### src/hdl/fpba_pkg.sv
// Shared types, constants and codes of the fit-policy block allocator.
package fpba_pkg;

    // Fixed widths of the channel payloads and register fields
    localparam int LOAD_IDX_BITS  = 4;
    localparam int SIZE_VAL_BITS  = 16;
    localparam int CFG_IDX_BITS   = 4;
    localparam int CFG_DATA_BITS  = 8;
    localparam int MODE_BITS      = 2;
    localparam int COUNT_BITS     = 5;

    // Defaults for the top-level parameters
    localparam int DEF_NUM_BLOCKS = 16;
    localparam int DEF_SIZE_BITS  = 16;

    // Reset value of the block count register
    localparam logic [COUNT_BITS-1:0] BLOCKS_RESET = 5'd16;

    // Configuration register indexes
    localparam logic [CFG_IDX_BITS-1:0] REG_FIT_MODE      = 4'd0;
    localparam logic [CFG_IDX_BITS-1:0] REG_BLOCKS_IN_USE = 4'd1;

    // Fit policy codes (code 3 behaves as first fit)
    localparam logic [MODE_BITS-1:0] MODE_FIRST = 2'd0;
    localparam logic [MODE_BITS-1:0] MODE_BEST  = 2'd1;
    localparam logic [MODE_BITS-1:0] MODE_WORST = 2'd2;

    // Operation codes
    localparam logic OP_LOAD  = 1'b0;
    localparam logic OP_ALLOC = 1'b1;

    // Controller to datapath
    typedef struct packed {
        logic latch;         // capture the input transaction
        logic issue;         // read the next table entry
        logic commit_load;   // write loaded size, push load response
        logic commit_alloc;  // write back chosen block, push response
    } t_dp_cmd;

    // Datapath to controller
    typedef struct packed {
        logic scan_end;      // every taking-part entry has been read
        logic out_free;      // output register can take a response
    } t_dp_status;

endpackage

### src/hdl/fpba_ifs.sv
// Channel interfaces: request, response and configuration write.
interface fpba_req_if;
    logic                               valid;
    logic                               ready;
    logic                               operation;
    logic [fpba_pkg::LOAD_IDX_BITS-1:0] load_index;
    logic [fpba_pkg::SIZE_VAL_BITS-1:0] size_value;

    modport source (output valid, output operation, output load_index,
                    output size_value, input ready);
    modport sink   (input valid, input operation, input load_index,
                    input size_value, output ready);
endinterface

interface fpba_rsp_if;
    logic                               valid;
    logic                               ready;
    logic                               granted;
    logic [fpba_pkg::LOAD_IDX_BITS-1:0] chosen_block;
    logic [fpba_pkg::SIZE_VAL_BITS-1:0] space_left;

    modport source (output valid, output granted, output chosen_block,
                    output space_left, input ready);
    modport sink   (input valid, input granted, input chosen_block,
                    input space_left, output ready);
endinterface

interface fpba_cfg_if;
    logic                               valid;
    logic                               ready;
    logic [fpba_pkg::CFG_IDX_BITS-1:0]  index;
    logic [fpba_pkg::CFG_DATA_BITS-1:0] data;

    modport source (output valid, output index, output data, input ready);
    modport sink   (input valid, input index, input data, output ready);
endinterface

### src/hdl/fit_policy_block_allocator.sv
// Top level of the fit-policy block allocator.
//
// Usage:
//   i_req  : request channel. operation 0 loads size_value into block
//            load_index; operation 1 allocates size_value by the policy in
//            fit_mode (first, best or worst fit, ties to the lowest index).
//   o_rsp  : one response per request transaction: granted, chosen_block,
//            space_left. Refused requests and loads respond with all zeros.
//   i_cfg  : register writes (index 0 fit_mode, 1 blocks_in_use); always
//            ready, write only while the block is idle.
// Sequencing: a load passes through S_LOAD and then fills the response register.
//   An allocation reads one table entry per cycle from the size memory in
//   S_SCAN, then S_WB writes the response register.
// Flow: one request at a time; i_req.ready is high only when the
//   controller is idle, so a new transaction can start while the previous
//   response still waits in the output register.
// Reset: all sizes read as zero, fit_mode first fit, blocks_in_use 16.
// Stall: while o_rsp is held, a finished item waits in its final state and
//   the table write-back happens together with the response hand-off.
module fit_policy_block_allocator #(
    parameter int NUM_BLOCKS = fpba_pkg::DEF_NUM_BLOCKS,
    parameter int SIZE_BITS  = fpba_pkg::DEF_SIZE_BITS
) (
    input  logic       i_clk,
    input  logic       i_rst_n,
    fpba_req_if.sink   i_req,
    fpba_rsp_if.source o_rsp,
    fpba_cfg_if.sink   i_cfg
);
    import fpba_pkg::*;

    t_dp_cmd    cmd;
    t_dp_status status;

    // config registers never back-pressure
    assign i_cfg.ready = 1'b1;

    fpba_ctrl u_ctrl (
        .i_clk       (i_clk),
        .i_rst_n     (i_rst_n),
        .i_req_valid (i_req.valid),
        .i_req_alloc (i_req.operation == OP_ALLOC),
        .o_req_ready (i_req.ready),
        .i_status    (status),
        .o_cmd       (cmd)
    );

    fpba_dp #(
        .NUM_BLOCKS (NUM_BLOCKS),
        .SIZE_BITS  (SIZE_BITS)
    ) u_dp (
        .i_clk          (i_clk),
        .i_rst_n        (i_rst_n),
        .i_load_index   (i_req.load_index),
        .i_size_value   (i_req.size_value),
        .i_cfg_valid    (i_cfg.valid),
        .i_cfg_index    (i_cfg.index),
        .i_cfg_data     (i_cfg.data),
        .i_rsp_ready    (o_rsp.ready),
        .o_rsp_valid    (o_rsp.valid),
        .o_granted      (o_rsp.granted),
        .o_chosen_block (o_rsp.chosen_block),
        .o_space_left   (o_rsp.space_left),
        .i_cmd          (cmd),
        .o_status       (status)
    );

endmodule

### src/hdl/fpba_ctrl.sv
// Controller state machine of the allocator: load, scan and write-back sequencing.
module fpba_ctrl (
    input  logic                 i_clk,
    input  logic                 i_rst_n,
    input  logic                 i_req_valid,
    input  logic                 i_req_alloc,
    output logic                 o_req_ready,
    input  fpba_pkg::t_dp_status i_status,
    output fpba_pkg::t_dp_cmd    o_cmd
);
    import fpba_pkg::*;

    typedef enum logic [3:0] {
        S_IDLE = 4'b0001,
        S_LOAD = 4'b0010,
        S_SCAN = 4'b0100,
        S_WB   = 4'b1000
    } t_state;

    t_state r_state;
    t_state n_state;

    always_ff @(posedge i_clk) begin
        if (!i_rst_n) begin
            r_state <= S_IDLE;
        end else begin
            r_state <= n_state;
        end
    end

    always_comb begin
        n_state     = r_state;
        o_cmd       = '0;
        o_req_ready = 1'b0;
        case (r_state)
            S_IDLE: begin
                o_req_ready = 1'b1;
                if (i_req_valid) begin
                    o_cmd.latch = 1'b1;
                    n_state     = i_req_alloc ? S_SCAN : S_LOAD;
                end
            end
            S_LOAD: begin
                if (i_status.out_free) begin
                    o_cmd.commit_load = 1'b1;
                    n_state           = S_IDLE;
                end
            end
            S_SCAN: begin
                // last compare lands on the edge that leaves this state
                if (i_status.scan_end) begin
                    n_state = S_WB;
                end else begin
                    o_cmd.issue = 1'b1;
                end
            end
            S_WB: begin
                if (i_status.out_free) begin
                    o_cmd.commit_alloc = 1'b1;
                    n_state            = S_IDLE;
                end
            end
            default: begin
                n_state = S_IDLE;
            end
        endcase
    end

endmodule

### src/hdl/fpba_dp.sv
// Datapath of the allocator: size table, scan compare, config registers, output register.
module fpba_dp #(
    parameter int NUM_BLOCKS = fpba_pkg::DEF_NUM_BLOCKS,
    parameter int SIZE_BITS  = fpba_pkg::DEF_SIZE_BITS
) (
    input  logic                               i_clk,
    input  logic                               i_rst_n,
    // input transaction payload
    input  logic [fpba_pkg::LOAD_IDX_BITS-1:0] i_load_index,
    input  logic [fpba_pkg::SIZE_VAL_BITS-1:0] i_size_value,
    // configuration write
    input  logic                               i_cfg_valid,
    input  logic [fpba_pkg::CFG_IDX_BITS-1:0]  i_cfg_index,
    input  logic [fpba_pkg::CFG_DATA_BITS-1:0] i_cfg_data,
    // response
    input  logic                               i_rsp_ready,
    output logic                               o_rsp_valid,
    output logic                               o_granted,
    output logic [fpba_pkg::LOAD_IDX_BITS-1:0] o_chosen_block,
    output logic [fpba_pkg::SIZE_VAL_BITS-1:0] o_space_left,
    // control
    input  fpba_pkg::t_dp_cmd                  i_cmd,
    output fpba_pkg::t_dp_status               o_status
);
    import fpba_pkg::*;

    localparam int IDX_W = (NUM_BLOCKS > 1) ? $clog2(NUM_BLOCKS) : 1;
    localparam int CNT_W = $clog2(NUM_BLOCKS + 1);

    // size table and its cleared-at-reset valid bits
    logic [SIZE_BITS-1:0]  r_mem [NUM_BLOCKS];
    logic [NUM_BLOCKS-1:0] r_vld;

    // configuration
    logic [MODE_BITS-1:0]  r_fit_mode;
    logic [COUNT_BITS-1:0] r_blocks;

    // captured item
    logic [LOAD_IDX_BITS-1:0] r_lidx;
    logic [SIZE_BITS-1:0]     r_size;
    logic [CNT_W-1:0]         r_count;

    // scan
    logic [CNT_W-1:0]     r_addr;
    logic                 r_cmp_en;
    logic [IDX_W-1:0]     r_cmp_idx;
    logic [SIZE_BITS-1:0] r_rd_data;
    logic                 r_rd_vld;
    logic                 r_found;
    logic [SIZE_BITS-1:0] r_best;
    logic [IDX_W-1:0]     r_pick;

    // output register
    logic                     r_out_vld;
    logic                     r_out_grant;
    logic [LOAD_IDX_BITS-1:0] r_out_idx;
    logic [SIZE_VAL_BITS-1:0] r_out_left;

    logic [31:0]          cnt_in;
    logic [31:0]          cnt_sat;
    logic [31:0]          lidx_ext;
    logic [31:0]          size_ext;
    logic [31:0]          pick_ext;
    logic [31:0]          left_ext;
    logic                 load_ok;
    logic [SIZE_BITS-1:0] rd_value;
    logic                 qual;
    logic                 better;
    logic [SIZE_BITS-1:0] new_left;
    logic                 mem_we;
    logic [IDX_W-1:0]     mem_wa;
    logic [SIZE_BITS-1:0] mem_wd;

    assign cnt_in   = 32'(r_blocks);
    assign cnt_sat  = (cnt_in > 32'(NUM_BLOCKS)) ? 32'(NUM_BLOCKS) : cnt_in;
    assign lidx_ext = 32'(r_lidx);
    assign load_ok  = lidx_ext < 32'(NUM_BLOCKS);
    assign size_ext = 32'(i_size_value);
    assign rd_value = r_rd_vld ? r_rd_data : '0;
    assign new_left = r_best - r_size;
    assign pick_ext = 32'(r_pick);
    assign left_ext = 32'(new_left);

    // an entry qualifies if it holds at least the request
    assign qual   = r_cmp_en && (rd_value >= r_size);
    assign better = !r_found
                  || ((r_fit_mode == MODE_BEST)  && (rd_value < r_best))
                  || ((r_fit_mode == MODE_WORST) && (rd_value > r_best));

    assign o_status.scan_end = (r_addr == r_count);
    assign o_status.out_free = !r_out_vld || i_rsp_ready;

    // table write port: load or write-back
    always_comb begin
        mem_we = 1'b0;
        mem_wa = r_pick;
        mem_wd = new_left;
        if (i_cmd.commit_load && load_ok) begin
            mem_we = 1'b1;
            mem_wa = lidx_ext[IDX_W-1:0];
            mem_wd = r_size;
        end else if (i_cmd.commit_alloc && r_found) begin
            mem_we = 1'b1;
        end
    end

    always_ff @(posedge i_clk) begin
        if (mem_we) begin
            r_mem[mem_wa] <= mem_wd;
        end
        r_rd_data <= r_mem[r_addr[IDX_W-1:0]];
    end

    always_ff @(posedge i_clk) begin
        if (!i_rst_n) begin
            r_vld <= '0;
        end else if (mem_we) begin
            r_vld[mem_wa] <= 1'b1;
        end
    end

    always_ff @(posedge i_clk) begin
        if (!i_rst_n) begin
            r_fit_mode <= MODE_FIRST;
            r_blocks   <= BLOCKS_RESET;
        end else if (i_cfg_valid) begin
            case (i_cfg_index)
                REG_FIT_MODE:      r_fit_mode <= i_cfg_data[MODE_BITS-1:0];
                REG_BLOCKS_IN_USE: r_blocks   <= i_cfg_data[COUNT_BITS-1:0];
                default: begin
                end
            endcase
        end
    end

    // item capture and scan bookkeeping
    always_ff @(posedge i_clk) begin
        r_rd_vld  <= r_vld[r_addr[IDX_W-1:0]];
        r_cmp_idx <= r_addr[IDX_W-1:0];
        if (i_cmd.latch) begin
            r_lidx  <= i_load_index;
            r_size  <= size_ext[SIZE_BITS-1:0];
            r_count <= cnt_sat[CNT_W-1:0];
        end
        if (qual && better) begin
            r_best <= rd_value;
            r_pick <= r_cmp_idx;
        end
    end

    always_ff @(posedge i_clk) begin
        if (!i_rst_n) begin
            r_addr   <= '0;
            r_cmp_en <= 1'b0;
            r_found  <= 1'b0;
        end else begin
            r_cmp_en <= i_cmd.issue;
            if (i_cmd.latch) begin
                r_addr  <= '0;
                r_found <= 1'b0;
            end else begin
                if (i_cmd.issue) begin
                    r_addr <= r_addr + 1'b1;
                end
                if (qual && better) begin
                    r_found <= 1'b1;
                end
            end
        end
    end

    // output register
    always_ff @(posedge i_clk) begin
        if (!i_rst_n) begin
            r_out_vld <= 1'b0;
        end else if (i_cmd.commit_load || i_cmd.commit_alloc) begin
            r_out_vld <= 1'b1;
        end else if (i_rsp_ready) begin
            r_out_vld <= 1'b0;
        end
    end

    always_ff @(posedge i_clk) begin
        if (i_cmd.commit_load || (i_cmd.commit_alloc && !r_found)) begin
            r_out_grant <= 1'b0;
            r_out_idx   <= '0;
            r_out_left  <= '0;
        end else if (i_cmd.commit_alloc) begin
            r_out_grant <= 1'b1;
            r_out_idx   <= pick_ext[LOAD_IDX_BITS-1:0];
            r_out_left  <= left_ext[SIZE_VAL_BITS-1:0];
        end
    end

    assign o_rsp_valid    = r_out_vld;
    assign o_granted      = r_out_grant;
    assign o_chosen_block = r_out_idx;
    assign o_space_left   = r_out_left;

endmodule

### src/flat_wrapper.sv
// flat-port wrapper written by rule: the top's interface ports become plain ports
module fit_policy_block_allocator_flat import fpba_pkg::*;
#(
    parameter int NUM_BLOCKS = fpba_pkg::DEF_NUM_BLOCKS,
    parameter int SIZE_BITS  = fpba_pkg::DEF_SIZE_BITS
)
  (i_clk, i_rst_n, i_req_valid, i_req_operation, i_req_load_index, i_req_size_value, i_req_ready, o_rsp_valid, o_rsp_granted, o_rsp_chosen_block, o_rsp_space_left, o_rsp_ready, i_cfg_valid, i_cfg_index, i_cfg_data, i_cfg_ready);
  fpba_req_if i_req_i ();
  fpba_rsp_if o_rsp_i ();
  fpba_cfg_if i_cfg_i ();
  input  logic i_clk;
  input  logic i_rst_n;
  input wire logic [$bits(i_req_i.valid)-1:0] i_req_valid;
  input wire logic [$bits(i_req_i.operation)-1:0] i_req_operation;
  input wire logic [$bits(i_req_i.load_index)-1:0] i_req_load_index;
  input wire logic [$bits(i_req_i.size_value)-1:0] i_req_size_value;
  output wire logic [$bits(i_req_i.ready)-1:0] i_req_ready;
  output wire logic [$bits(o_rsp_i.valid)-1:0] o_rsp_valid;
  output wire logic [$bits(o_rsp_i.granted)-1:0] o_rsp_granted;
  output wire logic [$bits(o_rsp_i.chosen_block)-1:0] o_rsp_chosen_block;
  output wire logic [$bits(o_rsp_i.space_left)-1:0] o_rsp_space_left;
  input wire logic [$bits(o_rsp_i.ready)-1:0] o_rsp_ready;
  input wire logic [$bits(i_cfg_i.valid)-1:0] i_cfg_valid;
  input wire logic [$bits(i_cfg_i.index)-1:0] i_cfg_index;
  input wire logic [$bits(i_cfg_i.data)-1:0] i_cfg_data;
  output wire logic [$bits(i_cfg_i.ready)-1:0] i_cfg_ready;
  assign i_req_i.valid = i_req_valid;
  assign i_req_i.operation = i_req_operation;
  assign i_req_i.load_index = i_req_load_index;
  assign i_req_i.size_value = i_req_size_value;
  assign i_req_ready = i_req_i.ready;
  assign o_rsp_valid = o_rsp_i.valid;
  assign o_rsp_granted = o_rsp_i.granted;
  assign o_rsp_chosen_block = o_rsp_i.chosen_block;
  assign o_rsp_space_left = o_rsp_i.space_left;
  assign o_rsp_i.ready = o_rsp_ready;
  assign i_cfg_i.valid = i_cfg_valid;
  assign i_cfg_i.index = i_cfg_index;
  assign i_cfg_i.data = i_cfg_data;
  assign i_cfg_ready = i_cfg_i.ready;
  fit_policy_block_allocator #(.NUM_BLOCKS(NUM_BLOCKS), .SIZE_BITS(SIZE_BITS)) u_core (.i_clk(i_clk), .i_rst_n(i_rst_n), .i_req(i_req_i), .o_rsp(o_rsp_i), .i_cfg(i_cfg_i));
endmodule
### config.mk
export PLATFORM = sky130hd
export DESIGN_NAME = fit_policy_block_allocator_flat
export DESIGN_NICKNAME = d
export VERILOG_FILES = /design/src/hdl/fpba_pkg.sv /design/src/hdl/fpba_ifs.sv /design/src/hdl/fit_policy_block_allocator.sv /design/src/hdl/fpba_ctrl.sv /design/src/hdl/fpba_dp.sv /design/src/flat_wrapper.sv
export SDC_FILE = /design/constraint.sdc
export NUM_CORES = 1
export LEC_CHECK = 0
export ABC_AREA = 1
export ABC_CLOCK_PERIOD_IN_PS = 8060
export BUFFER_PORTS_ARGS = -buffer_cell sky130_fd_sc_hd__clkbuf_2
export CAP_MARGIN = 20
export CORE_MARGIN = 2
export CORE_UTILIZATION = 23
export CTS_BUF_LIST = sky130_fd_sc_hd__clkbuf_8
export DETAILED_ROUTE_END_ITERATION = 16
export GPL_TIMING_DRIVEN = 0
export PLACE_DENSITY = 0.48
export SYNTH_ARGS = -nofsm -noshare
export SYNTH_HDL_FRONTEND = slang
export SYNTH_HIERARCHICAL = 1
export SYNTH_SLANG_ARGS = --single-unit
### constraint.sdc
create_clock -name i_clk -period 8.06 [get_ports i_clk]
set_clock_uncertainty 0.05 [all_clocks]
set_input_delay 0.806 -clock i_clk [delete_from_list [all_inputs] [get_ports i_clk]]
set_output_delay 0.806 -clock i_clk [all_outputs]
set_load 0.01 [all_outputs]
==> results.yml <==
detailed_routing:
  drc: 0
  via_per_inst: 4.56
  first_pass_iters: 5
  wl_per_cell_microns: 20.4
  first_iter_violations: 1163
  ant_nets: 0
  wirelength_microns: 53000
  via_count: 11900
setup_path:
  criticalPathCategory: "flop to flop"
  cpMaxStageDelayCell: "nor4_1"
  crit_family: "simple AND/OR/NAND/NOR gates"
  path_common_cell: "nand2_1"
  endpoint_kind: "flop"
  crit_fanout: 12
  ff2ff_path_depth: 12
  r2r-start: "u_core/u_dp/r_rd_vld"
  slowest_delay_ns: 0.56
  cp.buffers_inverters: 4
  rrSetupSlack_ns: 4.59
  r2r_end: "u_core/u_dp/r_pick[2]"
  crit_chain: "buf_4 > clkbuf_1 > nand2_1 > inv_1 > ha_1 > nand2_1 > nor4_1 > nand2_1 > a21oi_1 > nor2_1 > nor2_2 > buf_8"
  cp.required_ns: 8.35
  critPathArrivalTime_ns: 3.76
  crit_path_start_kind: "flop"
synth:
  synth_nets: 1545
  synth_flop_cell: "edfxtp_1"
  synth_cells: 1461
  synth-async-reset-ratio_pct: 0
  synth_top_area_share_pct: 56.4
  yosysSeqAreaShare_pct: 66.0
  ys_ff_latch: 378
  ys_top_cells_by_area: "edfxtp_1, dfxtp_1, nor2_1"
  syn_area_sq_um: 16000
  synth.distinct_cells: 47
  synth-edff-count: 301
  synth_area_leader_cell: "edfxtp_1"
  yosysWarnings: 6
  syn_area_per_cell_sq_um: 11.0
timing:
  setup_viol: 0
  relSlewSlack_pct: 29.0
  rsz0062_at_grt: "no"
  hold_viol_final: 0
  worst_pin_slew_ns: 1.06
  worst_hold_slack_ns: 0.292
  fmaxAchievable_ghz: 0.288
  tns_ns: 0
  min_period_ns: 3.47
  finalCritPeriodShare_pct: 43.1
  maxSlewViolCount: 0
cts:
  cts_resized: 0
  cts_tree: "built"
  cts_hold_buf: 0
  cts.path.max_buffers: 3
  clock_latency_ns: 0.64
  cts_root_buf: "clkbuf_8"
  path_clk_slew_ns: 0.06
  cts_buffers: 69
  post_cts_buffers: 0
  htree_num_levels: 3
  clock-sinks: 378
placement:
  gp_congestion: 0.845
  dp_hpwl_microns: 36700
  placed_area_sq_um: 18000
  io_buffers: 57
finish:
  final_cell_area_sq_um: 19300
  num-fill-cells: 7147
  nNetsFinal: 1701
  layout-drive-gt1-share_pct: 13.7
  synthToLayoutAreaGrowth_pct: 20.3
flow_run:
  cap_violations: 0
worst_hold_path:
  min_path_cells: 1
  hp-class: "primary input to flop"
  hold_start: "i_req_size_value[9]"
  hold_end: "u_core/u_dp/r_size[9]"
power:
  vdd_drop_max_uv: 140
  leakage_nw: 7.37
  p_per_area_nw_per_um2: 285
floorplan:
  fp.dieH_microns: 268
  num_rows: 96
  ios: 62
  coreArea_sq_um: 68800
  die_area_sq_um: 71900
  die_w_microns: 268
  start_util_pct: 23.3
global_routing:
  antenna_found_initial: 0
  grt_pass1_vias: 11800
  track_usage_pct: 14.8
  grt-ovfl-total: 0
  grt_pass1_wl_microns: 77800
  grt_max_degree: 27
status:
  outcome: "complete, no violations"
[cell usage after synthesis, types with 2 or more instances]
cell / instances
edfxtp_1: 301
nor2_1: 243
o21ai_0: 173
nand2_1: 160
inv_1: 127
dfxtp_1: 77
nand3_1: 51
clkbuf_1: 49
o221ai_1: 49
ha_1: 45
a21oi_1: 40
o211ai_1: 24
o22ai_1: 20
buf_2: 10
buf_1: 7
inv_2: 7
nand4_1: 7
nor2_2: 7
xor2_1: 7
a31oi_1: 6
nor3_1: 6
o21bai_1: 5
o21ai_2: 4
buf_4: 3
nand3b_1: 3
nor4_1: 3
or2_1: 3
xnor2_1: 3
clkinv_1: 2
o21a_1: 2
[registers in the layout, summed over array words and instances, names as in the netlist, 5 cells and up]
signal                    count
u_core/u_dp/o_space_left     16
u_core/u_dp/r_addr            5
u_core/u_dp/r_best           16
u_core/u_dp/r_blocks          5
u_core/u_dp/r_count           5
u_core/u_dp/r_mem           256
u_core/u_dp/r_rd_data        16
u_core/u_dp/r_size           16
u_core/u_dp/r_vld            16
[cell usage in the layout (no fill, tap or decap), types with 24 or more instances in the layout]
cell type / instances
edfxtp_1: 301
clkbuf_1: 49
ha_1: 45
o21ai_0: 162
nor2_1: 232
clkbuf_8: 77
inv_1: 156
nand3_1: 51
a21oi_1: 40
o211ai_1: 24
nand2_1: 160
dfxtp_1: 77
o221ai_1: 49
clkbuf_2: 57
[worst max path at each step]
stage	startpoint	endpoint	slack, ns	cells past startpoint
CTS	u_core/u_dp/r_rd_vld	u_core/u_dp/r_pick[2]	4.53	12
floorplan	o_rsp_ready	u_core/u_dp/r_mem[5][0]	5.08	12
detailed placement	o_rsp_ready	u_core/u_dp/r_mem[9][13]	4.27	12
global placement	o_rsp_ready	u_core/u_dp/r_mem[4][15]	3.02	10
global route	u_core/u_dp/r_rd_vld	u_core/u_dp/r_best[1]	4.25	12
finish	u_core/u_dp/r_rd_vld	u_core/u_dp/r_pick[2]	4.59	12
[cell type report]
cell class                 instances  area (sq um)  share of cell area, %
clock buffer                      77          1060                   5.49
tap                              931          1160                   6.04
sequential                       378         10600                   54.8
multi-input combinational        876          4710                   24.4
inverter                         137           517                   2.68
buffer                            70           294                   1.52
clock inverter                    46           258                   1.34
antenna                            1          2.50                 0.0130
timing repair buffer              85           704                   3.65
[routing by layer]
layer	vias up	global-route usage [%]	share of wire, %
met5	-	0	0
met4	0	5.12	2.7
met3	97	2.79	7.3
met2	458	25.1	48
met1	5816	18.9	42
li1	5484	-	-
[where the power goes]
group | internal (mW) | switching (mW) | total [mW]
clock network | 0.942 | 0.813 | 1.75
logic | 0.333 | 0.854 | 1.19
registers | 2.48 | 0.0687 | 2.55
[kinds of logic (layout without fill, tap and decap cells)]
| family | after synthesis | in the layout | synth area share (%) |
|---|---|---|---|
| AO/OA/AOI/OAI | 328 | 328 | 12.2 |
| multiplexers | 1 | 1 | 0.0624 |
| other | 1 | 2 | 0.0234 |
| XOR/XNOR | 10 | 10 | 0.546 |
| flip-flops | 378 | 378 | 66.0 |
| buffers and inverters | 207 | 415 | 5.06 |
| adder cells (fa/ha/maj) | 46 | 46 | 3.64 |
| AND/OR/NAND/NOR | 490 | 490 | 12.5 |
[worst register-to-register path, delay by kind of cell (launching register included)]
kind                     cells  cell delay [ns]
AO/OA/AOI/OAI                1             0.15
adder cells (fa/ha/maj)      1             0.13
buffers and inverters        4             1.01
flip-flops                   1             0.39
AND/OR/NAND/NOR              6             1.46
[through the flow]
step,worst slack [ns],utilization (%),std cells,power [mW]
detailed placement,4.27,26.1,2477,3.77
finish,4.59,28.0,2601,5.49
global route,4.25,28.0,2600,5.77
CTS,4.53,28.0,2600,5.55
global placement,3.02,25.4,2449,3.67
floorplan,5.08,-,1461,3.21
No activity file was read; power rests on OpenSTA's default activity.
